===== src/hdl/heightmap_layer_blend_macros.svh =====
// assertion helpers shared by the blend pipeline
`ifndef HEIGHTMAP_LAYER_BLEND_MACROS_SVH
`define HEIGHTMAP_LAYER_BLEND_MACROS_SVH

// consequent checked in the same cycle as the antecedent
`define HLB_ASSERT_SAME(label, clk, rst, ante, cons, msg) \
   label: assert property (@(posedge clk) disable iff (rst) (ante) |-> (cons)) \
      else $error(msg);

// consequent checked in the cycle after the antecedent
`define HLB_ASSERT_NEXT(label, clk, rst, ante, cons, msg) \
   label: assert property (@(posedge clk) disable iff (rst) (ante) |=> (cons)) \
      else $error(msg);

`endif


===== src/hdl/hlb_pkg.sv =====
package hlb_pkg;

   localparam int FRAC_BITS_DEFAULT = 15;
   localparam int SAMPLE_W          = 16;
   localparam int MODE_W            = 3;
   localparam int CSR_ADDR_W        = 4;
   localparam int CSR_DATA_W        = 32;

   // blend modes
   localparam logic [MODE_W-1:0] MODE_NORMAL   = 3'd0;
   localparam logic [MODE_W-1:0] MODE_ADD      = 3'd1;
   localparam logic [MODE_W-1:0] MODE_SUBTRACT = 3'd2;
   localparam logic [MODE_W-1:0] MODE_MULTIPLY = 3'd3;
   localparam logic [MODE_W-1:0] MODE_SCREEN   = 3'd4;
   localparam logic [MODE_W-1:0] MODE_MAX      = 3'd5;
   localparam logic [MODE_W-1:0] MODE_MIN      = 3'd6;
   localparam logic [MODE_W-1:0] MODE_OVERLAY  = 3'd7;

   // register word indexes (byte address / 4)
   localparam logic [1:0] REG_BLEND_MODE    = 2'd0;
   localparam logic [1:0] REG_LAYER_OPACITY = 2'd1;
   localparam logic [1:0] REG_MASK_ENABLE   = 2'd2;

   localparam logic [MODE_W-1:0]   BLEND_MODE_RESET    = MODE_NORMAL;
   localparam logic [SAMPLE_W-1:0] LAYER_OPACITY_RESET = 16'd32768;
   localparam logic                MASK_ENABLE_RESET   = 1'b0;

   typedef struct packed {
      logic [MODE_W-1:0]   blend_mode;
      logic [SAMPLE_W-1:0] layer_opacity;
      logic                mask_enable;
   } cfg_type;

endpackage


===== src/hdl/hlb_csr.sv =====
module hlb_csr (
   input  logic                                clock,
   input  logic                                reset,
   input  logic                                csr_psel,
   input  logic                                csr_penable,
   input  logic                                csr_pwrite,
   input  logic [hlb_pkg::CSR_ADDR_W-1:0]      csr_paddr,
   input  logic [hlb_pkg::CSR_DATA_W-1:0]      csr_pwdata,
   output logic [hlb_pkg::CSR_DATA_W-1:0]      csr_prdata,
   output logic                                csr_pready,
   output hlb_pkg::cfg_type                    cfg
);

   hlb_pkg::cfg_type cfg_ff, cfg_in;
   logic             wr_en;
   logic [1:0]       reg_idx;

   assign csr_pready = 1'b1;
   assign wr_en      = csr_psel && csr_penable && csr_pwrite && csr_pready;
   // byte offset bits are ignored
   assign reg_idx    = csr_paddr[3:2];

   always_comb begin
      cfg_in = cfg_ff;
      if (wr_en) begin
         unique case (reg_idx)
            hlb_pkg::REG_BLEND_MODE: begin
               cfg_in.blend_mode = csr_pwdata[hlb_pkg::MODE_W-1:0];
            end
            hlb_pkg::REG_LAYER_OPACITY: begin
               cfg_in.layer_opacity = csr_pwdata[hlb_pkg::SAMPLE_W-1:0];
            end
            hlb_pkg::REG_MASK_ENABLE: begin
               cfg_in.mask_enable = csr_pwdata[0];
            end
            default: begin
            end
         endcase
      end
   end

   always_comb begin
      unique case (reg_idx)
         hlb_pkg::REG_BLEND_MODE: begin
            csr_prdata = hlb_pkg::CSR_DATA_W'(cfg_ff.blend_mode);
         end
         hlb_pkg::REG_LAYER_OPACITY: begin
            csr_prdata = hlb_pkg::CSR_DATA_W'(cfg_ff.layer_opacity);
         end
         hlb_pkg::REG_MASK_ENABLE: begin
            csr_prdata = hlb_pkg::CSR_DATA_W'(cfg_ff.mask_enable);
         end
         default: begin
            csr_prdata = '0;
         end
      endcase
   end

   always_ff @(posedge clock) begin
      if (reset) begin
         cfg_ff.blend_mode    <= hlb_pkg::BLEND_MODE_RESET;
         cfg_ff.layer_opacity <= hlb_pkg::LAYER_OPACITY_RESET;
         cfg_ff.mask_enable   <= hlb_pkg::MASK_ENABLE_RESET;
      end else begin
         cfg_ff <= cfg_in;
      end
   end

   assign cfg = cfg_ff;

endmodule


===== src/hdl/hlb_datapath.sv =====
module hlb_datapath #(
   parameter int FRAC_BITS = hlb_pkg::FRAC_BITS_DEFAULT
) (
   input  logic                          clock,
   input  logic                          reset,
   input  hlb_pkg::cfg_type              cfg,
   input  logic                          in_valid,
   output logic                          in_ready,
   input  logic [hlb_pkg::SAMPLE_W-1:0]  in_base,
   input  logic [hlb_pkg::SAMPLE_W-1:0]  in_layer,
   input  logic [hlb_pkg::SAMPLE_W-1:0]  in_mask,
   input  logic                          in_last,
   output logic                          out_valid,
   input  logic                          out_ready,
   output logic [hlb_pkg::SAMPLE_W-1:0]  out_height,
   output logic                          out_applied,
   output logic                          out_last
);

   localparam int F      = FRAC_BITS;
   localparam int SW     = hlb_pkg::SAMPLE_W;
   localparam int STAGES = 5;
   // effective opacity: opacity * mask >> F, or the raw 16-bit opacity
   localparam int OP_W   = (2 * SW - F > SW) ? 2 * SW - F : SW;
   localparam int MAXFS  = (F > SW) ? F : SW;
   localparam int D_W    = MAXFS + 3;
   localparam int P1_W   = 2 * D_W;
   localparam int T_W    = P1_W - F + 1;
   localparam int OMO_W  = ((OP_W > F + 1) ? OP_W : F + 1) + 2;
   localparam int PB_W   = SW + 1 + OMO_W;
   localparam int PT_W   = T_W + OP_W + 1;
   localparam int L_W    = ((PB_W > PT_W) ? PB_W : PT_W) + 1;
   localparam int S_W    = L_W - F + 1;
   localparam int R_W    = ((S_W > SW + 1) ? S_W : SW + 1) + 2;

   localparam logic signed [D_W-1:0]   ONE_D    = D_W'(64'd1 << F);
   localparam logic signed [D_W-1:0]   HALF_D   = D_W'(64'd1 << (F - 1));
   localparam logic        [2*SW:0]    HALF_OP  = (2 * SW + 1)'(64'd1 << (F - 1));
   localparam logic        [P1_W-1:0]  HALF_P   = P1_W'(64'd1 << (F - 1));
   localparam logic signed [T_W-1:0]   ONE_T    = T_W'(64'd1 << F);
   localparam logic signed [OMO_W-1:0] ONE_O    = OMO_W'(64'd1 << F);
   localparam logic        [L_W-1:0]   HALF_L   = L_W'(64'd1 << (F - 1));
   localparam logic signed [R_W-1:0]   ONE_R    = R_W'(64'd1 << F);
   localparam logic        [SW:0]      ONE_CHK  = (SW + 1)'(64'd1 << F);

   // pipeline control
   logic [STAGES-1:0] valid_ff, valid_in, stage_en;

   // stage 1: opacity-mask product and blend-target product
   logic [SW-1:0]          s1_base_ff, s1_layer_ff;
   logic                   s1_last_ff, s1_tinv_ff, tinv_in;
   logic [2*SW-1:0]        s1_oprod_ff, oprod_in;
   logic signed [P1_W-1:0] s1_p1_ff, p1_in;
   logic signed [D_W-1:0]  b_d, l_d, xa, xb;

   // stage 2: rounded opacity and blend target
   logic [SW-1:0]          s2_base_ff;
   logic                   s2_last_ff, s2_zero_ff, zero_in;
   logic [OP_W-1:0]        s2_op_ff, op_in;
   logic signed [T_W-1:0]  s2_t_ff, t_in, p1_r_pos, prod_r;
   logic [2*SW:0]          op_sum;
   logic [P1_W-1:0]        p1_mag, p1_rnd;
   logic                   p1_neg;

   // stage 3: lerp products
   logic [SW-1:0]          s3_base_ff;
   logic                   s3_last_ff, s3_zero_ff;
   logic signed [PB_W-1:0] s3_pb_ff, pb_in;
   logic signed [PT_W-1:0] s3_pt_ff, pt_in;
   logic signed [OMO_W-1:0] omo;
   logic signed [OP_W:0]   op_s;
   logic signed [SW:0]     b_s;

   // stage 4: rounded lerp or scaled layer
   logic [SW-1:0]          s4_base_ff;
   logic                   s4_last_ff, s4_zero_ff;
   logic signed [S_W-1:0]  s4_s_ff, s_in, s_pos;
   logic signed [L_W-1:0]  lsum;
   logic [L_W-1:0]         l_mag, l_rnd;
   logic                   l_neg, lerp_mode;

   // stage 5: combine, clamp, output register
   logic [SW-1:0]          out_height_ff, out_height_in;
   logic                   out_applied_ff, out_applied_in, out_last_ff;
   logic signed [R_W-1:0]  b_r, s_r, r_raw, r_cl;

   always_comb begin
      stage_en[STAGES-1] = !valid_ff[STAGES-1] || out_ready;
      for (int k = STAGES - 2; k >= 0; k--) begin
         stage_en[k] = !valid_ff[k] || stage_en[k+1];
      end
      valid_in = valid_ff;
      if (stage_en[0]) begin
         valid_in[0] = in_valid;
      end
      for (int k = 1; k < STAGES; k++) begin
         if (stage_en[k]) begin
            valid_in[k] = valid_ff[k-1];
         end
      end
   end

   always_ff @(posedge clock) begin
      if (reset) begin
         valid_ff <= '0;
      end else begin
         valid_ff <= valid_in;
      end
   end

   assign in_ready = stage_en[0];

   assign lerp_mode = (cfg.blend_mode == hlb_pkg::MODE_NORMAL)
                   || (cfg.blend_mode == hlb_pkg::MODE_MULTIPLY)
                   || (cfg.blend_mode == hlb_pkg::MODE_SCREEN)
                   || (cfg.blend_mode == hlb_pkg::MODE_OVERLAY);

   // ---------------- stage 1 ----------------
   always_comb begin
      b_d     = D_W'(in_base);
      l_d     = D_W'(in_layer);
      xa      = '0;
      xb      = '0;
      tinv_in = 1'b0;
      unique case (cfg.blend_mode)
         hlb_pkg::MODE_MULTIPLY: begin
            xa = b_d;
            xb = l_d;
         end
         hlb_pkg::MODE_SCREEN: begin
            xa      = ONE_D - b_d;
            xb      = ONE_D - l_d;
            tinv_in = 1'b1;
         end
         hlb_pkg::MODE_OVERLAY: begin
            if (b_d < HALF_D) begin
               xa = b_d <<< 1;
               xb = l_d;
            end else begin
               xa      = (ONE_D - b_d) <<< 1;
               xb      = ONE_D - l_d;
               tinv_in = 1'b1;
            end
         end
         hlb_pkg::MODE_NORMAL, hlb_pkg::MODE_ADD, hlb_pkg::MODE_SUBTRACT,
         hlb_pkg::MODE_MAX, hlb_pkg::MODE_MIN: begin
         end
      endcase
      p1_in    = xa * xb;
      oprod_in = cfg.layer_opacity * in_mask;
   end

   always_ff @(posedge clock) begin
      if (stage_en[0]) begin
         s1_base_ff  <= in_base;
         s1_layer_ff <= in_layer;
         s1_last_ff  <= in_last;
         s1_tinv_ff  <= tinv_in;
         s1_oprod_ff <= oprod_in;
         s1_p1_ff    <= p1_in;
      end
   end

   // ---------------- stage 2 ----------------
   always_comb begin
      op_sum = {1'b0, s1_oprod_ff} + HALF_OP;
      if (cfg.mask_enable) begin
         op_in = OP_W'(op_sum >> F);
      end else begin
         op_in = OP_W'(cfg.layer_opacity);
      end
      zero_in = (op_in == '0);

      // round half away from zero on the magnitude
      p1_neg   = s1_p1_ff[P1_W-1];
      p1_mag   = p1_neg ? P1_W'(-s1_p1_ff) : P1_W'(s1_p1_ff);
      p1_rnd   = (p1_mag + HALF_P) >> F;
      p1_r_pos = T_W'(p1_rnd);
      prod_r   = p1_neg ? -p1_r_pos : p1_r_pos;

      unique case (cfg.blend_mode)
         hlb_pkg::MODE_MULTIPLY, hlb_pkg::MODE_SCREEN, hlb_pkg::MODE_OVERLAY: begin
            t_in = s1_tinv_ff ? ONE_T - prod_r : prod_r;
         end
         hlb_pkg::MODE_NORMAL, hlb_pkg::MODE_ADD, hlb_pkg::MODE_SUBTRACT,
         hlb_pkg::MODE_MAX, hlb_pkg::MODE_MIN: begin
            t_in = T_W'(s1_layer_ff);
         end
      endcase
   end

   always_ff @(posedge clock) begin
      if (stage_en[1]) begin
         s2_base_ff <= s1_base_ff;
         s2_last_ff <= s1_last_ff;
         s2_zero_ff <= zero_in;
         s2_op_ff   <= op_in;
         s2_t_ff    <= t_in;
      end
   end

   // ---------------- stage 3 ----------------
   always_comb begin
      op_s  = signed'({1'b0, s2_op_ff});
      omo   = ONE_O - signed'(OMO_W'(s2_op_ff));
      b_s   = signed'({1'b0, s2_base_ff});
      pb_in = b_s * omo;
      pt_in = s2_t_ff * op_s;
   end

   always_ff @(posedge clock) begin
      if (stage_en[2]) begin
         s3_base_ff <= s2_base_ff;
         s3_last_ff <= s2_last_ff;
         s3_zero_ff <= s2_zero_ff;
         s3_pb_ff   <= pb_in;
         s3_pt_ff   <= pt_in;
      end
   end

   // ---------------- stage 4 ----------------
   always_comb begin
      if (lerp_mode) begin
         lsum = L_W'(s3_pb_ff) + L_W'(s3_pt_ff);
      end else begin
         lsum = L_W'(s3_pt_ff);
      end
      l_neg = lsum[L_W-1];
      l_mag = l_neg ? L_W'(-lsum) : L_W'(lsum);
      l_rnd = (l_mag + HALF_L) >> F;
      s_pos = S_W'(l_rnd);
      s_in  = l_neg ? -s_pos : s_pos;
   end

   always_ff @(posedge clock) begin
      if (stage_en[3]) begin
         s4_base_ff <= s3_base_ff;
         s4_last_ff <= s3_last_ff;
         s4_zero_ff <= s3_zero_ff;
         s4_s_ff    <= s_in;
      end
   end

   // ---------------- stage 5 ----------------
   always_comb begin
      b_r = signed'(R_W'(s4_base_ff));
      s_r = R_W'(s4_s_ff);
      unique case (cfg.blend_mode)
         hlb_pkg::MODE_ADD: begin
            r_raw = b_r + s_r;
         end
         hlb_pkg::MODE_SUBTRACT: begin
            r_raw = b_r - s_r;
         end
         hlb_pkg::MODE_MAX: begin
            r_raw = (b_r > s_r) ? b_r : s_r;
         end
         hlb_pkg::MODE_MIN: begin
            r_raw = (b_r < s_r) ? b_r : s_r;
         end
         hlb_pkg::MODE_NORMAL, hlb_pkg::MODE_MULTIPLY, hlb_pkg::MODE_SCREEN,
         hlb_pkg::MODE_OVERLAY: begin
            r_raw = s_r;
         end
      endcase

      if (r_raw[R_W-1]) begin
         r_cl = '0;
      end else if (r_raw > ONE_R) begin
         r_cl = ONE_R;
      end else begin
         r_cl = r_raw;
      end

      // zero opacity passes the base through untouched
      if (s4_zero_ff) begin
         out_height_in  = s4_base_ff;
         out_applied_in = 1'b0;
      end else begin
         out_height_in  = r_cl[SW-1:0];
         out_applied_in = 1'b1;
      end
   end

   always_ff @(posedge clock) begin
      if (stage_en[4]) begin
         out_height_ff  <= out_height_in;
         out_applied_ff <= out_applied_in;
         out_last_ff    <= s4_last_ff;
      end
   end

   assign out_valid   = valid_ff[STAGES-1];
   assign out_height  = out_height_ff;
   assign out_applied = out_applied_ff;
   assign out_last    = out_last_ff;

`include "heightmap_layer_blend_macros.svh"

   `HLB_ASSERT_SAME(a_clamp_range, clock, reset, out_valid && out_applied, (F >= SW) || ({1'b0, out_height} <= ONE_CHK), "blended height above one")
   `HLB_ASSERT_SAME(a_full_stall_blocks_input, clock, reset, (&valid_ff) && !out_ready, !in_ready, "input taken while pipeline full and stalled")
   `HLB_ASSERT_NEXT(a_full_stall_holds, clock, reset, (&valid_ff) && !out_ready, &valid_ff, "pipeline lost an item during a stall")

endmodule


===== src/hdl/heightmap_layer_blend.sv =====
// channel   direction  transfer                        payload
// req       in         req_tvalid & req_tready         base, layer, mask samples; frame end
// rsp       out        rsp_tvalid & rsp_tready         blended height; applied flag; frame end
// csr       in         psel & penable & pwrite         blend mode, opacity, mask enable
//
// one pixel per cycle sustained while rsp_tready stays high; each req item passes through the
// five register stages in order before rsp_tvalid rises for it
// (mask scale, rounding, lerp multiply, rounding, clamp)
// synchronous active-high reset empties the pipeline and restores register defaults
// a stall on rsp holds the output stage while earlier stages close up any bubbles;
// req_tready falls only once all stages hold an item
module heightmap_layer_blend #(
   parameter int FRAC_BITS = hlb_pkg::FRAC_BITS_DEFAULT
) (
   input  logic                            clock,
   input  logic                            reset,
   input  logic                            req_tvalid,
   output logic                            req_tready,
   input  logic [47:0]                     req_tdata,  // base_height, layer_height, mask_value
   input  logic                            req_tlast,
   output logic                            rsp_tvalid,
   input  logic                            rsp_tready,
   output logic [15:0]                     rsp_tdata,  // blended_height
   output logic [0:0]                      rsp_tuser,  // applied
   output logic                            rsp_tlast,
   input  logic                            csr_psel,
   input  logic                            csr_penable,
   input  logic                            csr_pwrite,
   input  logic [hlb_pkg::CSR_ADDR_W-1:0]  csr_paddr,
   input  logic [hlb_pkg::CSR_DATA_W-1:0]  csr_pwdata,
   output logic [hlb_pkg::CSR_DATA_W-1:0]  csr_prdata,
   output logic                            csr_pready
);

   hlb_pkg::cfg_type cfg;
   logic             applied;

   hlb_csr u_csr (
      .clock       (clock),
      .reset       (reset),
      .csr_psel    (csr_psel),
      .csr_penable (csr_penable),
      .csr_pwrite  (csr_pwrite),
      .csr_paddr   (csr_paddr),
      .csr_pwdata  (csr_pwdata),
      .csr_prdata  (csr_prdata),
      .csr_pready  (csr_pready),
      .cfg         (cfg)
   );

   hlb_datapath #(
      .FRAC_BITS (FRAC_BITS)
   ) u_datapath (
      .clock       (clock),
      .reset       (reset),
      .cfg         (cfg),
      .in_valid    (req_tvalid),
      .in_ready    (req_tready),
      .in_base     (req_tdata[15:0]),
      .in_layer    (req_tdata[31:16]),
      .in_mask     (req_tdata[47:32]),
      .in_last     (req_tlast),
      .out_valid   (rsp_tvalid),
      .out_ready   (rsp_tready),
      .out_height  (rsp_tdata),
      .out_applied (applied),
      .out_last    (rsp_tlast)
   );

   assign rsp_tuser = applied;

endmodule

===== config.mk =====
export PLATFORM = sky130hd
export DESIGN_NAME = heightmap_layer_blend
export DESIGN_NICKNAME = d
export VERILOG_FILES = /design/src/hdl/hlb_pkg.sv /design/src/hdl/hlb_csr.sv /design/src/hdl/hlb_datapath.sv /design/src/hdl/heightmap_layer_blend.sv
export VERILOG_INCLUDE_DIRS = /design/src /design/src/hdl
export SDC_FILE = /design/constraint.sdc
export NUM_CORES = 2
export LEC_CHECK = 0
export BUFFER_PORTS_ARGS = -buffer_cell sky130_fd_sc_hd__buf_2
export CAP_MARGIN = 20
export CORE_ASPECT_RATIO = 1.1
export CORE_MARGIN = 5
export CORE_UTILIZATION = 44
export CTS_CLUSTER_SIZE = 30
export DETAILED_ROUTE_END_ITERATION = 7
export GPL_TIMING_DRIVEN = 0
export SLEW_MARGIN = 20
export SYNTH_ARGS = -nofsm -noshare
export SYNTH_HDL_FRONTEND = slang
export SYNTH_SLANG_ARGS = --single-unit

===== constraint.sdc =====
create_clock -name clock -period 12.35 [get_ports clock]
set_input_delay 1.8525 -clock clock [delete_from_list [all_inputs] [get_ports clock]]
set_output_delay 1.8525 -clock clock [all_outputs]
set_load 0.01 [all_outputs]

==> impl_metrics.env <==
export IMPL_outcome="finished clean"
export IMPL_mostFrequentLayoutCell="inv_1"
export IMPL_arrival_ps=12440
export IMPL_crit_path_end_kind="flop"
export IMPL_layout_min_cycle_time_ps=12050
export IMPL_crit_family="compound AO/OA/AOI/OAI gates"
export IMPL_avgViaCountPerCell=5.406
export IMPL_start_kind="input pin"
export IMPL_fin_tns_setup_ps=0
export IMPL_timing_max_transition_violations_final=0
export IMPL_rows=153
export IMPL_drt_total_wl_mm=203.9
export IMPL_wl_per_cell_um=20.44
export IMPL_slowest_stage="o21ai_1"
export IMPL_max_vdd_ir_drop_mv=0.6363
export IMPL_p_clk_share_pct=8.5
export IMPL_avgSynthCellArea_sq_um=9.042
export IMPL_cts_made_buffers=42
export IMPL_p_comb_share_pct=77.4
export IMPL_worst_pin_slew_ps=1174
export IMPL_fin_hold_ws_ps=411.0
export IMPL_clkSlewWorstSetupHoldPaths_ps=70
export IMPL_cellLeakagePower_nw=35.12
export IMPL_hold_violations=0
export IMPL_timing_critical_path_mode_cell="fa_1"
export IMPL_rr_startpoint="u_csr.cfg[18]"
export IMPL_grt_pass1_wl_mm=321.1
export IMPL_io_pins=145
export IMPL_ys_flop_type="edfxtp_1"
export IMPL_grtUsageTotal_pct=24.73
export IMPL_crit_cells=33
export IMPL_port_buffers=106
export IMPL_tritoncts="done"
export IMPL_finalSetupViolCount=0
export IMPL_maxCapViolCount=0
export IMPL_async_flop_share_pct=0
export IMPL_seqPwrFrac_pct=14.1
export IMPL_die_height_um=426.6
export IMPL_crit_start="req_tdata[2]"
export IMPL_via_count=53920
export IMPL_max_freq_mhz=83.00
export IMPL_holdPathEnd="u_datapath.out_last"
export IMPL_hold_path_startpoint="u_datapath.s4_last_ff"
export IMPL_die_area_sq_um=165800
export IMPL_grt_ovfl_total=0
export IMPL_intPower_mw=6.886
export IMPL_layout_cells_non_filler=9974
export IMPL_max_clock_path_buffers=3
export IMPL_min_path_type="flop to flop"
export IMPL_final_cell_mix="inv_1, fa_1, nand2_1, ha_1, and2_1"
export IMPL_critPathMaxFanout=10
export IMPL_cts_root_buf="clkbuf_16"
export IMPL_grt_max_degree=64
export IMPL_antenna_found_initial=21
export IMPL_relSlewSlack_pct=21.20
export IMPL_min_path_cells=0
export IMPL_worstSkewPairLatency_ps=660
export IMPL_power_density_nw_per_um2=197.4
export IMPL_r2r_cells=37
export IMPL_die_w_um=388.7
export IMPL_drt_initial_drc_count=3692
export IMPL_routabilityCongestion=0.9446
export IMPL_core_area_sq_um=157600
export IMPL_initial_core_util_pct=44.07
export IMPL_hpwl_mm=171.3
export IMPL_h_tree_depth=2
export IMPL_r2r_slack_ps=440
export IMPL_hold_buffers=0
export IMPL_synth_edf_count=309
export IMPL_switchingPower_mw=7.779
export IMPL_p_sw_share_pct=53.04
export IMPL_postRouteAntennaNets=0
export IMPL_synth_seq_cells=334
export IMPL_synth_cells=7678
export IMPL_finClkSkew_ps=58.54
export IMPL_synthesis_area_sq_um=69430
export IMPL_ys_warn_count=0
export IMPL_crit_required_ps=12740
export IMPL_period_share_pct=97.56
export IMPL_placed_cells=9899
export IMPL_area_growth_pct=7.000
export IMPL_critPathMaxStageDelay_ps=760
export IMPL_grt_pass1_vias=56170
export IMPL_drive_above_1_share_pct=4.292
export IMPL_clkSinkCount=334
export IMPL_synth_cell_type_count=112
export IMPL_fin_util_pct=47.15
export IMPL_first_pass_iters=6
export IMPL_seq_area_frac_synth_pct=14.09
export IMPL_drc=0
export IMPL_worst_setup_path_type="input pin to flop"
export IMPL_crit_buf_inv=5
export IMPL_r2r_end="u_datapath.s1_p1_ff[36]"
export IMPL_final_nets=9670
[stage by stage]
step,setup WS (ps),area [sq um],power (mW)
after detailed placement,-1010,72870,13.45
after global placement,-1228,72630,13.32
after floorplan,1047,69480,9.986
after CTS,13.69,74250,14.79
final,301.8,74290,14.67
after global routing,-42.90,74270,16.04
[worst max-delay path by stage]
| stage | to |
|---|---|
| after global placement | u_datapath.s1_p1_ff[36] |
| after detailed placement | u_datapath.s1_p1_ff[36] |
| after floorplan | u_datapath.s1_p1_ff[36] |
| after CTS | u_datapath.s1_p1_ff[36] |
| after global routing | u_datapath.s1_p1_ff[36] |
| final | u_datapath.s1_p1_ff[36] |
[cell type report]
| class | instances | area (sq um) |
|---|---|---|
| sequential | 334 | 9779 |
| tap | 2092 | 2618 |
| multi-input combinational | 5540 | 52850 |
| buffer | 336 | 1436 |
| fill | 15200 | 83260 |
| timing repair buffer | 114 | 671.9 |
| antenna | 7 | 17.52 |
| clock inverter | 30 | 300.3 |
| inverter | 1477 | 5549 |
| clock buffer | 44 | 1059 |
[cells by family (layout without fill, tap and decap cells)]
logic type	count (synthesis)	in the layout	share of synthesized area (%)
AO/OA/AOI/OAI	944	944	9.429
XOR/XNOR	333	333	4.201
adder cells (fa/ha/maj)	1733	1733	44.68
buffers and inverters	1819	2001	10.07
flip-flops	334	334	14.09
multiplexers	34	34	0.4956
other	2	24	0.01082
AND/OR/NAND/NOR	2479	2479	17.03
[Yosys cell counts (17+ instances only)]
| master | instances | area, sq um |
|---|---|---|
| a211o_1 | 17 | 148.9 |
| a211oi_1 | 39 | 292.8 |
| a21boi_0 | 17 | 127.6 |
| a21o_1 | 64 | 480.5 |
| a21oi_1 | 230 | 1151 |
| a31oi_1 | 25 | 156.4 |
| and2_1 | 428 | 2678 |
| and3_1 | 53 | 331.6 |
| buf_1 | 21 | 78.83 |
| buf_4 | 20 | 150.1 |
| clkbuf_1 | 278 | 1044 |
| dfxtp_1 | 25 | 500.5 |
| edfxtp_1 | 309 | 9279 |
| fa_1 | 1244 | 24900 |
| ha_1 | 489 | 6118 |
| inv_1 | 1475 | 5537 |
| mux2i_1 | 31 | 310.3 |
| nand2_1 | 1069 | 4013 |
| nand2b_1 | 33 | 206.5 |
| nand3_1 | 107 | 535.5 |
| nand4_1 | 41 | 256.5 |
| nor2_1 | 386 | 1449 |
| nor2b_1 | 38 | 237.7 |
| nor3_1 | 117 | 585.6 |
| nor4_1 | 32 | 200.2 |
| o211ai_1 | 29 | 217.7 |
| o21a_1 | 38 | 285.3 |
| o21ai_0 | 162 | 810.8 |
| o21bai_1 | 25 | 187.7 |
| o31a_1 | 19 | 166.4 |
| o31ai_1 | 39 | 292.8 |
| o41ai_1 | 22 | 192.7 |
| or2_2 | 26 | 162.7 |
| or3_1 | 53 | 331.6 |
| or4_1 | 19 | 142.6 |
| xnor2_1 | 225 | 1971 |
| xor2_1 | 108 | 945.9 |
[routing by layer]
metal  part of all wire (%)  track usage (%)  vias up
met1                     39            30.44    27230
li1                       -                -    24690
met2                     49            43.05     1541
met5                  0.069                0        -
met4                    5.7            11.75       22
met3                    5.5            3.321      431
[power groups by stage]
| stage | Sequential, mW | Combinational [mW] | Clock [mW] |
|---|---|---|---|
| 2_1_floorplan | 1.98 | 8.01 | 0 |
| 3_3_place_gp | 2.10 | 11.2 | 0 |
| 3_5_place_dp | 2.10 | 11.3 | 0 |
| 4_1_cts | 2.08 | 11.4 | 1.29 |
| 5_1_grt | 2.09 | 12.6 | 1.33 |
| 6_report | 2.07 | 11.3 | 1.25 |
[state kept, by name, summed over array words and instances (netlist names), 17 cells and up]
register and count:
u_datapath.s3_pt_ff 42, u_datapath.s1_p1_ff 38, u_datapath.s3_pb_ff 35, u_datapath.s4_s_ff 29
u_datapath.s2_t_ff 24, u_csr.cfg 20, u_datapath.s1_oprod_ff 18, u_datapath.s2_op_ff 17
[timing repair]
action	CTS	global route
endpoints found under the setup margin	5	5
pin swaps	0	0
gates resized for setup	6	10
setup buffers	0	0
[worst reg2reg max path: cells and delay by family, from the launching register on]
family	cells	cell delay (ps)
flip-flops	1	430
buffers and inverters	7	2170
AND/OR/NAND/NOR	4	780
adder cells (fa/ha/maj)	8	3060
XOR/XNOR	1	160
AO/OA/AOI/OAI	17	5010
Note: power is estimated with default switching activity, not from simulation.
